==> config.mk <==
export PLATFORM = sky130hd
export DESIGN_NAME = bitmap_block_allocator_flat
export DESIGN_NICKNAME = d
export VERILOG_FILES = /design/src/rtl/bba_pkg.sv /design/src/rtl/bba_req_if.sv /design/src/rtl/bba_rsp_if.sv /design/src/rtl/bba_ctrl.sv /design/src/rtl/bba_dpath.sv /design/src/rtl/bitmap_block_allocator.sv /design/src/flat_wrapper.sv
export SDC_FILE = /design/constraint.sdc
export NUM_CORES = 2
export LEC_CHECK = 0
export BUFFER_PORTS_ARGS = -buffer_cell sky130_fd_sc_hd__buf_2
export CAP_MARGIN = 20
export CORE_UTILIZATION = 44
export CTS_CLUSTER_DIAMETER = 40
export CTS_CLUSTER_SIZE = 30
export DETAILED_ROUTE_END_ITERATION = 8
export PLACE_DENSITY_LB_ADDON = 0.2
export SKIP_CTS_REPAIR_TIMING = 1
export SYNTH_ARGS = -nofsm -noshare
export SYNTH_HDL_FRONTEND = slang
export SYNTH_SLANG_ARGS = --single-unit
==> constraint.sdc <==
create_clock -name clk -period 6.4 [get_ports clk]
set_input_delay 0.96 -clock clk [delete_from_list [all_inputs] [get_ports clk]]
set_output_delay 0.96 -clock clk [all_outputs]
set_load 0.05 [all_outputs]
==> src/rtl/bba_pkg.sv <==
package bba_pkg;

    // default sizes of the layout
    localparam int NUM_BLOCKS_DEF       = 1024;
    localparam int INODE_COUNT_DEF      = 128;
    localparam int BOOT_BYTES_DEF       = 1024;
    localparam int SUPERBLOCK_BYTES_DEF = 1024;

    // field widths
    localparam int ACTION_W      = 2;
    localparam int ADDR_W        = 32;
    localparam int STATUS_W      = 3;
    localparam int FREE_BLOCKS_W = 11;
    localparam int FREE_INODES_W = 8;
    localparam int FS_W          = 32;
    localparam int BS_W          = 17;
    localparam int INODE_LIST_W  = 24;
    localparam int ROOT_DIR_W    = 24;

    // data area base never exceeds 2^26 over the parameter ranges
    localparam int BASE_W = 27;

    // busy map row organisation
    localparam int ROW_W = 32;
    localparam int BIT_W = 5;

    // register port
    localparam int CFG_AW  = 4;
    localparam int PDATA_W = 32;

    localparam logic [1:0] REG_FS_BYTES         = 2'd0;
    localparam logic [1:0] REG_BLOCK_BYTES      = 2'd1;
    localparam logic [1:0] REG_INODE_LIST_BYTES = 2'd2;
    localparam logic [1:0] REG_ROOT_DIR_BYTES   = 2'd3;

    localparam logic [FS_W-1:0]         FS_BYTES_RST         = 32'd2097152;
    localparam logic [BS_W-1:0]         BLOCK_BYTES_RST      = 17'd1024;
    localparam logic [INODE_LIST_W-1:0] INODE_LIST_BYTES_RST = 24'd0;
    localparam logic [ROOT_DIR_W-1:0]   ROOT_DIR_BYTES_RST   = 24'd0;

    // request actions
    localparam logic [ACTION_W-1:0] ACT_FIND    = 2'd0;
    localparam logic [ACTION_W-1:0] ACT_CLAIM   = 2'd1;
    localparam logic [ACTION_W-1:0] ACT_RELEASE = 2'd2;

    // result status codes
    localparam logic [STATUS_W-1:0] ST_OK       = 3'd0;
    localparam logic [STATUS_W-1:0] ST_NO_BLOCK = 3'd1;
    localparam logic [STATUS_W-1:0] ST_NO_INODE = 3'd2;
    localparam logic [STATUS_W-1:0] ST_BUSY     = 3'd3;
    localparam logic [STATUS_W-1:0] ST_NOT_BUSY = 3'd4;
    localparam logic [STATUS_W-1:0] ST_PAST_END = 3'd5;
    localparam logic [STATUS_W-1:0] ST_OUTSIDE  = 3'd6;

    typedef struct packed {
        logic [FS_W-1:0]         fs_bytes;
        logic [BS_W-1:0]         block_bytes;
        logic [INODE_LIST_W-1:0] inode_list_bytes;
        logic [ROOT_DIR_W-1:0]   root_dir_bytes;
    } cfg_t;

    // controller to datapath
    typedef struct packed {
        logic                take;
        logic                pre;
        logic                div_step;
        logic                rd_idx;
        logic                upd;
        logic                srch;
        logic                enc;
        logic                mul;
        logic                fin;
        logic                post;
        logic                found;
        logic [STATUS_W-1:0] status;
    } cmd_t;

    // datapath to controller
    typedef struct packed {
        logic [ACTION_W-1:0] action;
        logic                first;
        logic                blk_zero;
        logic                ino_zero;
        logic                outside;
        logic                div_last;
        logic                bit_busy;
        logic                row_free;
        logic                past_end;
        logic                out_free;
    } sts_t;

endpackage

==> src/rtl/bba_req_if.sv <==
interface bba_req_if import bba_pkg::*; ();

    logic                valid;
    logic                ready;
    logic [ACTION_W-1:0] action;
    logic [ADDR_W-1:0]   block_address;
    logic                first_of_inode;

    modport source (output valid, action, block_address, first_of_inode, input ready);
    modport sink (input valid, action, block_address, first_of_inode, output ready);

endinterface

==> src/rtl/bba_rsp_if.sv <==
interface bba_rsp_if import bba_pkg::*; ();

    logic                     valid;
    logic                     ready;
    logic [ADDR_W-1:0]        found_address;
    logic [STATUS_W-1:0]      status;
    logic [FREE_BLOCKS_W-1:0] free_blocks;
    logic [FREE_INODES_W-1:0] free_inodes;

    modport source (output valid, found_address, status, free_blocks, free_inodes, input ready);
    modport sink (input valid, found_address, status, free_blocks, free_inodes, output ready);

endinterface

==> src/rtl/bba_ctrl.sv <==
module bba_ctrl import bba_pkg::*;
(
    input  logic                clk,
    input  logic                rst_n,
    input  logic                req_valid,
    input  logic [ACTION_W-1:0] req_action,
    output logic                req_ready,
    input  sts_t                sts,
    output cmd_t                cmd
);

    localparam logic [3:0] S_IDLE  = 4'd0;
    localparam logic [3:0] S_PRE   = 4'd1;
    localparam logic [3:0] S_DIV   = 4'd2;
    localparam logic [3:0] S_RDIDX = 4'd3;
    localparam logic [3:0] S_UPD   = 4'd4;
    localparam logic [3:0] S_SRCH  = 4'd5;
    localparam logic [3:0] S_ENC   = 4'd6;
    localparam logic [3:0] S_MUL   = 4'd7;
    localparam logic [3:0] S_FIN   = 4'd8;
    localparam logic [3:0] S_FCHK  = 4'd9;
    localparam logic [3:0] S_POST  = 4'd10;

    logic [3:0]          state_reg, state_next;
    logic [STATUS_W-1:0] st_reg, st_next;
    logic                fnd_reg, fnd_next;

    // sequencing of one transaction
    always_comb
    begin
        state_next = state_reg;
        st_next    = st_reg;
        fnd_next   = fnd_reg;
        cmd        = '0;
        req_ready  = 1'b0;
        case (state_reg)
            S_IDLE:
            begin
                req_ready = 1'b1;
                if (req_valid)
                begin
                    cmd.take = 1'b1;
                    st_next  = ST_OK;
                    fnd_next = 1'b0;
                    state_next = (req_action == ACT_FIND) ? S_SRCH : S_PRE;
                end
            end
            // checks ahead of the index division
            S_PRE:
            begin
                case (sts.action)
                    ACT_CLAIM:
                    begin
                        if (sts.first && sts.ino_zero)
                        begin
                            st_next    = ST_NO_INODE;
                            state_next = S_POST;
                        end
                        else if (sts.blk_zero)
                        begin
                            st_next    = ST_NO_BLOCK;
                            state_next = S_POST;
                        end
                        else if (sts.outside)
                        begin
                            st_next    = ST_OUTSIDE;
                            state_next = S_POST;
                        end
                        else
                        begin
                            cmd.pre    = 1'b1;
                            state_next = S_DIV;
                        end
                    end
                    ACT_RELEASE:
                    begin
                        if (sts.outside)
                        begin
                            st_next    = ST_OUTSIDE;
                            state_next = S_POST;
                        end
                        else
                        begin
                            cmd.pre    = 1'b1;
                            state_next = S_DIV;
                        end
                    end
                    default:
                    begin
                        state_next = S_POST;
                    end
                endcase
            end
            S_DIV:
            begin
                cmd.div_step = 1'b1;
                if (sts.div_last)
                begin
                    state_next = S_RDIDX;
                end
            end
            S_RDIDX:
            begin
                cmd.rd_idx = 1'b1;
                state_next = S_UPD;
            end
            // busy check and map write
            S_UPD:
            begin
                state_next = S_POST;
                if (sts.action == ACT_CLAIM)
                begin
                    if (sts.bit_busy)
                    begin
                        st_next = ST_BUSY;
                    end
                    else
                    begin
                        cmd.upd = 1'b1;
                    end
                end
                else
                begin
                    if (!sts.bit_busy)
                    begin
                        st_next = ST_NOT_BUSY;
                    end
                    else
                    begin
                        cmd.upd = 1'b1;
                    end
                end
            end
            // find path
            S_SRCH:
            begin
                if (sts.blk_zero || !sts.row_free)
                begin
                    st_next    = ST_NO_BLOCK;
                    state_next = S_POST;
                end
                else
                begin
                    cmd.srch   = 1'b1;
                    state_next = S_ENC;
                end
            end
            S_ENC:
            begin
                cmd.enc    = 1'b1;
                state_next = S_MUL;
            end
            S_MUL:
            begin
                cmd.mul    = 1'b1;
                state_next = S_FIN;
            end
            S_FIN:
            begin
                cmd.fin    = 1'b1;
                state_next = S_FCHK;
            end
            S_FCHK:
            begin
                if (sts.past_end)
                begin
                    st_next = ST_PAST_END;
                end
                else
                begin
                    fnd_next = 1'b1;
                end
                state_next = S_POST;
            end
            // hand over to the output register
            S_POST:
            begin
                if (sts.out_free)
                begin
                    cmd.post   = 1'b1;
                    state_next = S_IDLE;
                end
            end
            default:
            begin
                state_next = S_IDLE;
            end
        endcase
        cmd.status = st_reg;
        cmd.found  = fnd_reg;
    end

    always_ff @(posedge clk or negedge rst_n)
    begin
        if (!rst_n)
        begin
            state_reg <= S_IDLE;
            st_reg    <= ST_OK;
            fnd_reg   <= 1'b0;
        end
        else
        begin
            state_reg <= state_next;
            st_reg    <= st_next;
            fnd_reg   <= fnd_next;
        end
    end

endmodule

==> src/rtl/bba_dpath.sv <==
module bba_dpath import bba_pkg::*;
#(
    parameter int NUM_BLOCKS       = NUM_BLOCKS_DEF,
    parameter int INODE_COUNT      = INODE_COUNT_DEF,
    parameter int BOOT_BYTES       = BOOT_BYTES_DEF,
    parameter int SUPERBLOCK_BYTES = SUPERBLOCK_BYTES_DEF
)
(
    input  logic                      clk,
    input  logic                      rst_n,
    input  cfg_t                      cfg,
    input  logic [ACTION_W-1:0]       req_action,
    input  logic [ADDR_W-1:0]         req_block_address,
    input  logic                      req_first_of_inode,
    input  cmd_t                      cmd,
    output sts_t                      sts,
    input  logic                      out_ready,
    output logic                      out_valid,
    output logic [ADDR_W-1:0]         out_found_address,
    output logic [STATUS_W-1:0]       out_status,
    output logic [FREE_BLOCKS_W-1:0]  out_free_blocks,
    output logic [FREE_INODES_W-1:0]  out_free_inodes
);

    localparam int ROWS       = (NUM_BLOCKS + ROW_W - 1) / ROW_W;
    localparam int ROW_AW     = (ROWS > 1) ? $clog2(ROWS) : 1;
    localparam int IW         = ROW_AW + BIT_W;
    localparam int DVW        = IW + BS_W;
    localparam int LIM_W      = BS_W + $clog2(NUM_BLOCKS + 1);
    localparam int CW         = (LIM_W > ADDR_W) ? LIM_W : ADDR_W;
    localparam int RW         = (DVW > ADDR_W) ? DVW : ADDR_W;
    localparam int AW         = ((DVW > BASE_W) ? DVW : BASE_W) + 1;
    localparam int FW         = ((AW > FS_W) ? AW : FS_W) + 1;
    localparam int BLK_CW     = $clog2(NUM_BLOCKS + 1);
    localparam int INO_CW     = $clog2(INODE_COUNT + 1);
    localparam int DCNT_W     = $clog2(IW);
    localparam int CONST_BASE = BOOT_BYTES + SUPERBLOCK_BYTES + NUM_BLOCKS;

    // request and derived layout
    logic [ACTION_W-1:0] act_reg;
    logic [ADDR_W-1:0]   addr_reg;
    logic                first_reg;
    logic [BASE_W-1:0]   base_reg;
    logic [BS_W-1:0]     bs_reg;
    logic [LIM_W-1:0]    lim_reg;
    logic [BS_W-1:0]     bs_eff;

    // index divider
    logic [ADDR_W-1:0]   rem_reg;
    logic [DVW-1:0]      dvs_reg;
    logic [IW-1:0]       q_reg;
    logic [DCNT_W-1:0]   dcnt_reg;

    // busy map
    logic [ROW_W-1:0]    map_mem [ROWS];
    logic [ROW_W-1:0]    rd_data_reg;
    logic                rd_vld_reg;
    logic [ROW_AW-1:0]   row_reg;
    logic [ROWS-1:0]     row_vld_reg;
    logic [ROWS-1:0]     full_reg;

    // address path of a find
    logic [IW-1:0]       idx_reg;
    logic [DVW-1:0]      prod_reg;
    logic [AW-1:0]       a_reg;

    logic [BLK_CW-1:0]   blk_cnt_reg;
    logic [INO_CW-1:0]   ino_cnt_reg;

    logic [ADDR_W-1:0]   diff;
    logic                below;
    logic                div_ge;
    logic [RW-1:0]       rem_sub;
    logic [ROW_W-1:0]    pad;
    logic [ROW_W-1:0]    word_eff;
    logic [ROW_W-1:0]    word_pad;
    logic [ROW_W-1:0]    new_word;
    logic [BIT_W-1:0]    bit_sel;
    logic [BIT_W-1:0]    free_bit;
    logic [ROW_AW-1:0]   srch_row;
    logic [ROW_AW-1:0]   rd_addr;
    logic                is_claim;

    assign bs_eff   = (cfg.block_bytes == '0) ? BS_W'(1) : cfg.block_bytes;
    assign is_claim = (act_reg == ACT_CLAIM);

    // address range check against the data area
    assign below   = addr_reg < ADDR_W'(base_reg);
    assign diff    = addr_reg - ADDR_W'(base_reg);
    assign div_ge  = RW'(rem_reg) >= RW'(dvs_reg);
    assign rem_sub = RW'(rem_reg) - RW'(dvs_reg);

    // padding bits past the last block read as busy
    always_comb
    begin
        for (int j = 0; j < ROW_W; j++)
        begin
            pad[j] = (int'(row_reg) * ROW_W + j) >= NUM_BLOCKS;
        end
    end

    assign word_eff = rd_vld_reg ? rd_data_reg : '0;
    assign word_pad = word_eff | pad;
    assign bit_sel  = q_reg[BIT_W-1:0];

    always_comb
    begin
        new_word          = word_eff;
        new_word[bit_sel] = is_claim;
    end

    // lowest clear bit of the row read
    always_comb
    begin
        free_bit = '0;
        for (int j = ROW_W - 1; j >= 0; j--)
        begin
            if (!word_pad[j])
            begin
                free_bit = BIT_W'(j);
            end
        end
    end

    // lowest row that still has a free block
    always_comb
    begin
        srch_row = '0;
        for (int r = ROWS - 1; r >= 0; r--)
        begin
            if (!full_reg[r])
            begin
                srch_row = ROW_AW'(r);
            end
        end
    end

    assign rd_addr = cmd.srch ? srch_row : q_reg[IW-1:BIT_W];

    // status back to the controller
    always_comb
    begin
        sts.action   = act_reg;
        sts.first    = first_reg;
        sts.blk_zero = (blk_cnt_reg == '0);
        sts.ino_zero = (ino_cnt_reg == '0);
        sts.outside  = below || (CW'(diff) >= CW'(lim_reg));
        sts.div_last = (dcnt_reg == '0);
        sts.bit_busy = word_eff[bit_sel];
        sts.row_free = !(&full_reg);
        sts.past_end = (FW'(a_reg) + FW'(bs_reg)) >= FW'(cfg.fs_bytes);
        sts.out_free = !out_valid || out_ready;
    end

    // request, layout and arithmetic registers
    always_ff @(posedge clk)
    begin
        base_reg <= BASE_W'(CONST_BASE) + BASE_W'(cfg.inode_list_bytes)
                    + BASE_W'(cfg.root_dir_bytes);
        bs_reg   <= bs_eff;
        lim_reg  <= LIM_W'(bs_eff) * LIM_W'(NUM_BLOCKS);
        if (cmd.take)
        begin
            act_reg   <= req_action;
            addr_reg  <= req_block_address;
            first_reg <= req_first_of_inode;
        end
        if (cmd.pre)
        begin
            rem_reg <= diff;
            dvs_reg <= DVW'(bs_reg) << (IW - 1);
            q_reg   <= '0;
        end
        else if (cmd.div_step)
        begin
            if (div_ge)
            begin
                rem_reg <= ADDR_W'(rem_sub);
            end
            q_reg   <= {q_reg[IW-2:0], div_ge};
            dvs_reg <= dvs_reg >> 1;
        end
        if (cmd.enc)
        begin
            idx_reg <= {row_reg, free_bit};
        end
        if (cmd.mul)
        begin
            prod_reg <= DVW'(idx_reg) * DVW'(bs_reg);
        end
        if (cmd.fin)
        begin
            a_reg <= AW'(base_reg) + AW'(prod_reg);
        end
        if (cmd.post)
        begin
            out_found_address <= cmd.found ? a_reg[ADDR_W-1:0] : '0;
            out_status        <= cmd.status;
            out_free_blocks   <= FREE_BLOCKS_W'(blk_cnt_reg);
            out_free_inodes   <= FREE_INODES_W'(ino_cnt_reg);
        end
    end

    // busy map storage, one row port
    always_ff @(posedge clk)
    begin
        if (cmd.upd)
        begin
            map_mem[row_reg] <= new_word;
        end
        if (cmd.srch || cmd.rd_idx)
        begin
            rd_data_reg <= map_mem[rd_addr];
        end
    end

    // control state, counters and row flags
    always_ff @(posedge clk or negedge rst_n)
    begin
        if (!rst_n)
        begin
            dcnt_reg    <= '0;
            rd_vld_reg  <= 1'b0;
            row_reg     <= '0;
            row_vld_reg <= '0;
            full_reg    <= '0;
            blk_cnt_reg <= BLK_CW'(NUM_BLOCKS);
            ino_cnt_reg <= INO_CW'(INODE_COUNT);
            out_valid   <= 1'b0;
        end
        else
        begin
            if (cmd.pre)
            begin
                dcnt_reg <= DCNT_W'(IW - 1);
            end
            else if (cmd.div_step)
            begin
                dcnt_reg <= dcnt_reg - 1'b1;
            end
            if (cmd.srch || cmd.rd_idx)
            begin
                rd_vld_reg <= row_vld_reg[rd_addr];
                row_reg    <= rd_addr;
            end
            if (cmd.upd)
            begin
                row_vld_reg[row_reg] <= 1'b1;
                full_reg[row_reg]    <= &(new_word | pad);
                if (is_claim)
                begin
                    blk_cnt_reg <= blk_cnt_reg - 1'b1;
                    if (first_reg)
                    begin
                        ino_cnt_reg <= ino_cnt_reg - 1'b1;
                    end
                end
                else
                begin
                    if (blk_cnt_reg < BLK_CW'(NUM_BLOCKS))
                    begin
                        blk_cnt_reg <= blk_cnt_reg + 1'b1;
                    end
                    if (first_reg && (ino_cnt_reg < INO_CW'(INODE_COUNT)))
                    begin
                        ino_cnt_reg <= ino_cnt_reg + 1'b1;
                    end
                end
            end
            if (cmd.post)
            begin
                out_valid <= 1'b1;
            end
            else if (out_ready)
            begin
                out_valid <= 1'b0;
            end
        end
    end

endmodule

==> src/rtl/bitmap_block_allocator.sv <==
// sequencing: find runs from acceptance to result through row search, row read, bit encode,
//   index times block size, base add and end check; claim and release run the range
//   checks, the one-bit-a-cycle index divider, the index row read and the map update
// throughput: one transaction at a time, the next accepted the cycle after the result
//   is handed to the output register, which holds it while the next one runs
// reset: counters to full, every map row marked unwritten so it reads free; no clearing pass
module bitmap_block_allocator import bba_pkg::*;
#(
    parameter int NUM_BLOCKS       = NUM_BLOCKS_DEF,
    parameter int INODE_COUNT      = INODE_COUNT_DEF,
    parameter int BOOT_BYTES       = BOOT_BYTES_DEF,
    parameter int SUPERBLOCK_BYTES = SUPERBLOCK_BYTES_DEF
)
(
    input  logic               clk,
    input  logic               rst_n,
    input  logic               psel,
    input  logic               penable,
    input  logic               pwrite,
    input  logic [CFG_AW-1:0]  paddr,
    input  logic [PDATA_W-1:0] pwdata,
    output logic [PDATA_W-1:0] prdata,
    output logic               pready,
    bba_req_if.sink            req,
    bba_rsp_if.source          rsp
);

    cfg_t       cfg_reg;
    cmd_t       cmd;
    sts_t       sts;
    logic       cfg_wr;
    logic [1:0] reg_idx;

    assign pready  = 1'b1;
    assign cfg_wr  = psel && penable && pwrite && pready;
    assign reg_idx = paddr[CFG_AW-1:2];

    // configuration registers
    always_ff @(posedge clk or negedge rst_n)
    begin
        if (!rst_n)
        begin
            cfg_reg.fs_bytes         <= FS_BYTES_RST;
            cfg_reg.block_bytes      <= BLOCK_BYTES_RST;
            cfg_reg.inode_list_bytes <= INODE_LIST_BYTES_RST;
            cfg_reg.root_dir_bytes   <= ROOT_DIR_BYTES_RST;
        end
        else if (cfg_wr)
        begin
            case (reg_idx)
                REG_FS_BYTES:         cfg_reg.fs_bytes         <= pwdata;
                REG_BLOCK_BYTES:      cfg_reg.block_bytes      <= pwdata[BS_W-1:0];
                REG_INODE_LIST_BYTES: cfg_reg.inode_list_bytes <= pwdata[INODE_LIST_W-1:0];
                REG_ROOT_DIR_BYTES:   cfg_reg.root_dir_bytes   <= pwdata[ROOT_DIR_W-1:0];
                default:              ;
            endcase
        end
    end

    // register read back
    always_comb
    begin
        case (reg_idx)
            REG_FS_BYTES:         prdata = cfg_reg.fs_bytes;
            REG_BLOCK_BYTES:      prdata = PDATA_W'(cfg_reg.block_bytes);
            REG_INODE_LIST_BYTES: prdata = PDATA_W'(cfg_reg.inode_list_bytes);
            REG_ROOT_DIR_BYTES:   prdata = PDATA_W'(cfg_reg.root_dir_bytes);
            default:              prdata = '0;
        endcase
    end

    bba_ctrl u_ctrl
    (
        .clk        (clk),
        .rst_n      (rst_n),
        .req_valid  (req.valid),
        .req_action (req.action),
        .req_ready  (req.ready),
        .sts        (sts),
        .cmd        (cmd)
    );

    bba_dpath
    #(
        .NUM_BLOCKS       (NUM_BLOCKS),
        .INODE_COUNT      (INODE_COUNT),
        .BOOT_BYTES       (BOOT_BYTES),
        .SUPERBLOCK_BYTES (SUPERBLOCK_BYTES)
    )
    u_dpath
    (
        .clk                (clk),
        .rst_n              (rst_n),
        .cfg                (cfg_reg),
        .req_action         (req.action),
        .req_block_address  (req.block_address),
        .req_first_of_inode (req.first_of_inode),
        .cmd                (cmd),
        .sts                (sts),
        .out_ready          (rsp.ready),
        .out_valid          (rsp.valid),
        .out_found_address  (rsp.found_address),
        .out_status         (rsp.status),
        .out_free_blocks    (rsp.free_blocks),
        .out_free_inodes    (rsp.free_inodes)
    );

`ifndef NO_ASSERTIONS
    // one transaction in flight at a time
    a_single_item: assert property (@(posedge clk) disable iff (!rst_n)
        (req.valid && req.ready) |=> !req.ready)
        else $error("request accepted while another transaction is in flight");

    // a new result never overwrites one still waiting
    a_post_free: assert property (@(posedge clk) disable iff (!rst_n)
        cmd.post |-> sts.out_free)
        else $error("result posted over a pending result");

    // map writes only flip a bit to its opposite state
    a_upd_legal: assert property (@(posedge clk) disable iff (!rst_n)
        cmd.upd |-> ((sts.action == ACT_CLAIM) != sts.bit_busy))
        else $error("map update on a block in the wrong busy state");

    // a claim never takes the block count below zero
    a_claim_count: assert property (@(posedge clk) disable iff (!rst_n)
        (cmd.upd && (sts.action == ACT_CLAIM)) |-> !sts.blk_zero)
        else $error("claim with no free block left");
`endif

endmodule
==> src/flat_wrapper.sv <==
// flat-port wrapper written by rule: the top's interface ports become plain ports
module bitmap_block_allocator_flat import bba_pkg::*;
#(
    parameter int NUM_BLOCKS       = NUM_BLOCKS_DEF,
    parameter int INODE_COUNT      = INODE_COUNT_DEF,
    parameter int BOOT_BYTES       = BOOT_BYTES_DEF,
    parameter int SUPERBLOCK_BYTES = SUPERBLOCK_BYTES_DEF
)
  (clk, rst_n, psel, penable, pwrite, paddr, pwdata, prdata, pready, req_valid, req_action, req_block_address, req_first_of_inode, req_ready, rsp_valid, rsp_found_address, rsp_status, rsp_free_blocks, rsp_free_inodes, rsp_ready);
  bba_req_if req_i ();
  bba_rsp_if rsp_i ();
  input  logic clk;
  input  logic rst_n;
  input  logic psel;
  input  logic penable;
  input  logic pwrite;
  input  logic [CFG_AW-1:0] paddr;
  input  logic [PDATA_W-1:0] pwdata;
  output logic [PDATA_W-1:0] prdata;
  output logic pready;
  input wire logic [$bits(req_i.valid)-1:0] req_valid;
  input wire logic [$bits(req_i.action)-1:0] req_action;
  input wire logic [$bits(req_i.block_address)-1:0] req_block_address;
  input wire logic [$bits(req_i.first_of_inode)-1:0] req_first_of_inode;
  output wire logic [$bits(req_i.ready)-1:0] req_ready;
  output wire logic [$bits(rsp_i.valid)-1:0] rsp_valid;
  output wire logic [$bits(rsp_i.found_address)-1:0] rsp_found_address;
  output wire logic [$bits(rsp_i.status)-1:0] rsp_status;
  output wire logic [$bits(rsp_i.free_blocks)-1:0] rsp_free_blocks;
  output wire logic [$bits(rsp_i.free_inodes)-1:0] rsp_free_inodes;
  input wire logic [$bits(rsp_i.ready)-1:0] rsp_ready;
  assign req_i.valid = req_valid;
  assign req_i.action = req_action;
  assign req_i.block_address = req_block_address;
  assign req_i.first_of_inode = req_first_of_inode;
  assign req_ready = req_i.ready;
  assign rsp_valid = rsp_i.valid;
  assign rsp_found_address = rsp_i.found_address;
  assign rsp_status = rsp_i.status;
  assign rsp_free_blocks = rsp_i.free_blocks;
  assign rsp_free_inodes = rsp_i.free_inodes;
  assign rsp_i.ready = rsp_ready;
  bitmap_block_allocator #(.NUM_BLOCKS(NUM_BLOCKS), .INODE_COUNT(INODE_COUNT), .BOOT_BYTES(BOOT_BYTES), .SUPERBLOCK_BYTES(SUPERBLOCK_BYTES)) u_core (.clk(clk), .rst_n(rst_n), .psel(psel), .penable(penable), .pwrite(pwrite), .paddr(paddr), .pwdata(pwdata), .prdata(prdata), .pready(pready), .req(req_i), .rsp(rsp_i));
endmodule
# --- Word level (Yosys, flattened, before mapping) ---
# Memories as Yosys holds them, arrays and structs flattened. A register that Yosys moved wholly into a read port is not among the register bits.
# Index checks and enable logic that the tools add are counted.
classes:
  multipliers: 1
  mux: 137
  eq_ne: 25
  n_reduce_logical: 42
  n_lt_le_gt_ge: 43
  bitwise: 3
  add_sub_neg: 42
op_table:
  columns: ["operator", "n"]
  rows:
  - ["$ge 11x11->1 const B", 31]
  - ["$mux 5", 49]
  - ["$add 10x5->11 const B", 16]
  - ["$mux 32", 4]
  - ["$pmux 32 s4", 1]
  - ["$or 32x32->32", 3]
  - ["$add 10x4->11 const B", 8]
  - ["$mux 4", 17]
  - ["$bwmux 32", 2]
  - ["$reduce_and 32->1", 2]
  - ["$sub 32x26->32", 2]
  - ["$mux 26", 2]
  - ["$add 10x3->11 const B", 4]
  - ["$mux 3", 14]
  - ["$pmux 4 s10", 1]
  - ["$ge 29x32->1", 1]
  - ["$ge 32x26->1", 1]
  - ["$ge 32x27->1", 1]
  - ["$lt 32x26->1", 1]
  - ["$mux 1", 31]
  - ["$add 28x17->29", 1]
  - ["$add 26x27->28", 1]
  - ["$mul 10x17->27", 1]
  - ["$add 25x24->26", 1]
  - ["other kinds (49)", 98]
word_totals:
  inputBits: 78
  ff_bits: 460
  ramBits: 1024
  output_inout_bits: 89
  n_memories: 1
  wordCells: 330
mem_list:
  columns: ["memory", "words", "width", "read_ports", "rd_ports_with_merged_regs", "write_ports", "line_no", "text"]
  rows:
  - ["u_core.u_dpath.map_mem", 32, 32, 1, 1, 1, "bba_dpath.sv:55", "logic [ROW_W-1:0] map_mem [ROWS];"]

# --- Logic depth before layout (Yosys ltp) ---
logic_depth:
  ltp_word: 35
  depth_mapped: 26
  ltp_nobuf: 23

# --- By module ---
# A second synthesis with hierarchy kept.
hier_totals:
  hier_cells: 6261
  area_unflattened_um2: 73718.2
by_module_without_submodules:
  columns: ["mod", "area_per_inst_um2", "seq_area_each_um2", "n_inst", "cells_each"]
  rows:
  - ["bba_dpath", 68572.0, 41282.1, 1, 5892]
  - ["bitmap_block_allocator", 4337.9, 2429.8, 1, 265]
  - ["bba_ctrl", 808.3, 200.2, 1, 104]

# --- Worst setup path after synthesis ---
# Ideal clock, no wire load.
synth_timing:
  path_type: "reg-to-reg"
  start: "register u_core.u_dpath.addr_reg[2]"
  end: "register u_core.u_dpath.rem_reg[0] (enable)"
  n_path_buf: 2
  slack_ps: 808
  required_time_ps: 6025
  arrival_ps: 5217
  synth_period_minus_slack_ps: 5592
  setup_ps: 375
  stages_incl_launch_ff: 21
  cell_sequence: "edfxtp_1 ha_1 o21ai_0 a21oi_1 o41a_1 a31oi_1 o211ai_1 a2111o_1 a41oi_1 o21ai_0 xor2_1 ha_1 a21o_1 a2111oi_0 and4_1 nand4b_1 or4_1 buf_2 nor3_4 buf_4 or2_2"
synth_between:
  elab_chain_cells: 10
  elab_cells_between_ends: 12
  classes_between: "add/sub (1); order compare (2); mux (5); reduce/logical (4)"
synth_rtl:
  columns: ["element", "line_no", "text"]
  rows:
  - ["start, declared", "bba_dpath.sv:41", "logic [ADDR_W-1:0] addr_reg;"]
  - ["start signal, assigned", "bba_dpath.sv:165", "addr_reg <= req_block_address;"]
  - ["$sub 32x26->32", "bba_dpath.sv:89", "assign diff = addr_reg - ADDR_W'(base_reg);"]
  - ["$ge 32x27->1", "bba_dpath.sv:147", "sts.outside = below || (CW'(diff) >= CW'(lim_reg));"]
  - ["$logic_or 1x1->1 *", "bba_dpath.sv:147", null]
  - ["$mux 1 *", "bba_ctrl.sv:64, bba_ctrl.sv:77", null]
  - ["$mux 1", "bba_ctrl.sv:59", "else if (sts.blk_zero)"]
  - ["$mux 1", "bba_ctrl.sv:54", "if (sts.first && sts.ino_zero)"]
  - ["$pmux 1 s2 *", "bba_ctrl.sv:51", "case (sts.action)"]
  - ["$mux 1 *", "bba_ctrl.sv:36", "case (state_reg)"]
  - ["$reduce_bool 2->1 (no line)", null, null]
  - ["$reduce_and 2->1 (no line) *", null, null]
  - ["end signal, assigned", "bba_dpath.sv:170", "rem_reg <= diff;"]
  - ["end signal, assigned", "bba_dpath.sv:178", "rem_reg <= ADDR_W'(rem_sub);"]
  - ["end, declared", "bba_dpath.sv:49", "logic [ADDR_W-1:0] rem_reg;"]
# Mark *: on every way between the ends. The rest lies on a longest branch, timed or not.
# A chain may end at the register's enable or synchronous reset.

# --- Worst setup path in the final report ---
layout_timing:
  start: "register u_core.u_dpath.addr_reg[2]"
  end: "register u_core.u_dpath.rem_reg[22], data pin"
layout_between:
  elab_chain_cells: 9
  elab_cells_between_ends: 10
  classes_between: "add/sub (1); order compare (2); mux (6); reduce/logical (1)"
layout_rtl:
  columns: ["element", "line_no", "text"]
  rows:
  - ["$sub 32x26->32", "bba_dpath.sv:89", null]
  - ["$ge 32x27->1", "bba_dpath.sv:147", null]
  - ["$logic_or 1x1->1", "bba_dpath.sv:147", null]
  - ["$mux 1", "bba_ctrl.sv:64, bba_ctrl.sv:77", null]
  - ["$mux 1", "bba_ctrl.sv:59", null]
  - ["$mux 1", "bba_ctrl.sv:54", null]
  - ["$pmux 1 s2", "bba_ctrl.sv:51", null]
  - ["$mux 1", "bba_ctrl.sv:36", null]
  - ["$mux 32 *", "bba_dpath.sv:168", "if (cmd.pre)"]
# Marks and branches as above.

==> results_dict.tcl <==
set metrics [dict create \
    status "completed" \
    period_share_pct 92.2 \
    synth-seq-cells 1516 \
    netlist_instances 6430 \
    worst_ep_required_time_ns 6.96 \
    tns_ns 0 \
    ir_drop_mv 0.393 \
    syn_area_mm2 0.0738 \
    clk_pin_slew_ns 0.06 \
    core_mm2 0.166 \
    antenna_found_initial 12 \
    clk_latency_ns 0.85 \
    crit_arrival_ns 6.46 \
    fmax_mhz 170 \
    cts_tree "built" \
    clk_path_buf_depth 3 \
    grt_use_met2_pct 38.4 \
    grt_max_degree 126 \
    largest_reg_flops 1024 \
    gr-usage-met3_pct 3.60 \
    die_width_um 411 \
    regArea_mm2 0.0439 \
    ant_nets 0 \
    die_area_mm2 0.169 \
    cts_root_buf "clkbuf_16" \
    vias 50728 \
    synth-edff-count 1255 \
    clock_skew_ns 0.0745 \
    grt_pass1_wl_um 307000 \
    drc 0 \
    rsz0062_at_grt "no" \
    initial_core_util_pct 44.5 \
    slew_headroom_pct 25.6 \
    cts_buffers 213 \
    rows 149 \
    crit_path_end_kind "flip-flop" \
    critPathMaxFanout 20 \
    timing.final.ws_setup_ns 0.501 \
    grt_pass1_vias 48591 \
    startpoint_type "flip-flop" \
    max-cap-violations 0 \
    finalNetCount 7102 \
    maxSlewViolCount 0 \
    setup_violations 0 \
    gp_congestion 0.909 \
    final_common_cell "nand2_1" \
    via_per_inst 5.63 \
    drtPass1Iterations 6 \
    dp_hpwl_um 128000 \
    synthArstFlopShare_pct 13.1 \
    static-leakage-power_nw 33.7 \
    final_cell_mix "nand2_1, edfxtp_1, nand3_1, inv_1, ha_1" \
    ys_types 89 \
    critPathKind "flip-flop to flip-flop" \
    area_delta_synth_final_pct 16.5 \
    htree_num_levels 4 \
    grt_most_used_layer "met2" \
    nFillCells 14119 \
    dpl_worst_slack_ns 0.426 \
    ios 167 \
    grt.met1_usage_pct 33.5 \
    ys.flop_type "edfxtp_1" \
    io_buffers 159 \
    ys_seq_area_share_pct 59.5 \
    grt-ovfl-total 0 \
    fin_crit_ns 5.90 \
    drive_above_1_share_pct 14.7 \
    grt_use_total_pct 24.0 \
    p_per_area_mw_per_mm2 506 \
    wire_per_inst_um 22.8 \
    finalHoldViolations 0 \
    cts_sinks 1516 \
    yosysWarnings 0 \
    multi_input_area_mm2 0.0279 \
    wirelength_um 205000 \
    tightest_slew_ns 1.11 \
    drt_iter0_drc 4554 \
    die_y_um 411 \
    hold_path_class "input port to asynchronous set/reset pin" \
    postSynthAreaPerCell_um2 11.5 \
]
[logic make-up after synthesis]
| group | Yosys count | share of synthesized area, % |
|---|---|---|
| adder cells (fa/ha/maj) | 397 | 8.00 |
| AO/OA/AOI/OAI | 889 | 8.26 |
| buffers and inverters | 631 | 3.34 |
| XOR/XNOR | 153 | 1.82 |
| flip-flops | 1516 | 59.5 |
| AND/OR/NAND/NOR | 2651 | 15.8 |
| other | 2 | 0.0102 |
| multiplexers | 191 | 3.23 |
[worst max-delay path, stage by stage (launching register included)]
cell	delay (ns)
edfxtp_1	0.36
ha_1	0.37
o21ai_0	0.17
a21oi_1	0.07
o41a_1	0.39
a31oi_1	0.35
o211ai_1	0.19
a2111o_1	0.46
a41oi_1	0.30
o21ai_0	0.14
xor2_1	0.23
ha_1	0.28
a21o_1	0.17
a2111oi_0	0.34
and4_1	0.25
nand4b_1	0.09
or4_4	0.59
nor3_4	0.17
buf_4	0.33
mux2_1	0.35
[final cells by class]
type,instances,area share (%)
Antenna cell,3,0.00873
Clock buffer,237,6.45
Clock inverter,170,2.51
Inverter,285,1.24
Multi-Input combinational cell,4286,32.5
Sequential cell,1516,51.1
Tap cell,2189,3.19
Timing Repair Buffer,325,3.03
[stage by stage]
stage / hold WS (ns) / power [mW] / instance area (µm²) / cells / util (%)
after detailed placement: 0.447 / 31.2 / 78200 / 8600 / 47.2
final: 0.170 / 43.5 / 86000 / 9011 / 51.9
after floorplan: 0.423 / 26.0 / 73800 / 6433 / -
after global routing: 0.216 / 46.0 / 86000 / 9010 / 51.9
after CTS: 0.179 / 43.6 / 85900 / 9007 / 51.8
after global placement: 0.438 / 30.9 / 78200 / 8599 / 47.2
[Yosys cell counts, types with 40 or more instances]
library cell,count,area [µm²]
nand2_1,1595,5990
edfxtp_1,1255,37700
nand3_1,394,1970
inv_1,284,1070
ha_1,272,3400
clkbuf_1,253,950
o211ai_1,207,1550
dfrtp_1,195,4880
nor2_1,195,732
a21oi_1,155,776
o21ai_0,142,711
fa_1,125,2500
and2_1,114,713
mux2_2,111,1250
xnor2_1,102,893
and3_1,85,532
dfxtp_1,62,1240
a31oi_1,54,338
xor2_1,51,447
or2_2,50,313
a21o_1,49,368
nor3_1,46,230
buf_1,42,158
buf_2,40,200
[routing by layer]
metal | vias to the layer above | routed length, µm | part of all wire (%)
li1 | 23420 | - | -
met1 | 25204 | 90200 | 44
met2 | 1743 | 96200 | 47
met3 | 357 | 13000 | 6.3
met4 | 4 | 6050 | 2.9
met5 | - | 24 | 0.012
[path summary, 6_finish.rpt]
path                                                  from                             to  slack [ns]  depth (start not counted)
worst max-delay path            u_core.u_dpath.addr_reg[2]     u_core.u_dpath.rem_reg[22]        0.50                         19
min in group clk                     req_block_address[30]    u_core.u_dpath.addr_reg[30]        0.28                          1
max in group asynchronous                            rst_n             u_core.cfg_reg[75]        4.99                          2
worst max register to register  u_core.u_dpath.addr_reg[2]     u_core.u_dpath.rem_reg[22]        0.50                         19
worst min-delay path                                 rst_n  u_core.u_dpath.ino_cnt_reg[3]        0.17                          1
worst min register to register          u_core.cfg_reg[50]     u_core.u_dpath.lim_reg[12]        0.41                          0
[report_power, final]
group | total [mW] | switching [mW] | internal, mW
Sequential | 14.1 | 0.951 | 13.1
Combinational | 17.1 | 10.6 | 6.42
Clock | 12.3 | 5.02 | 7.32
Total | 43.5 | 16.6 | 26.9
Power figures use the tool's default switching activity.
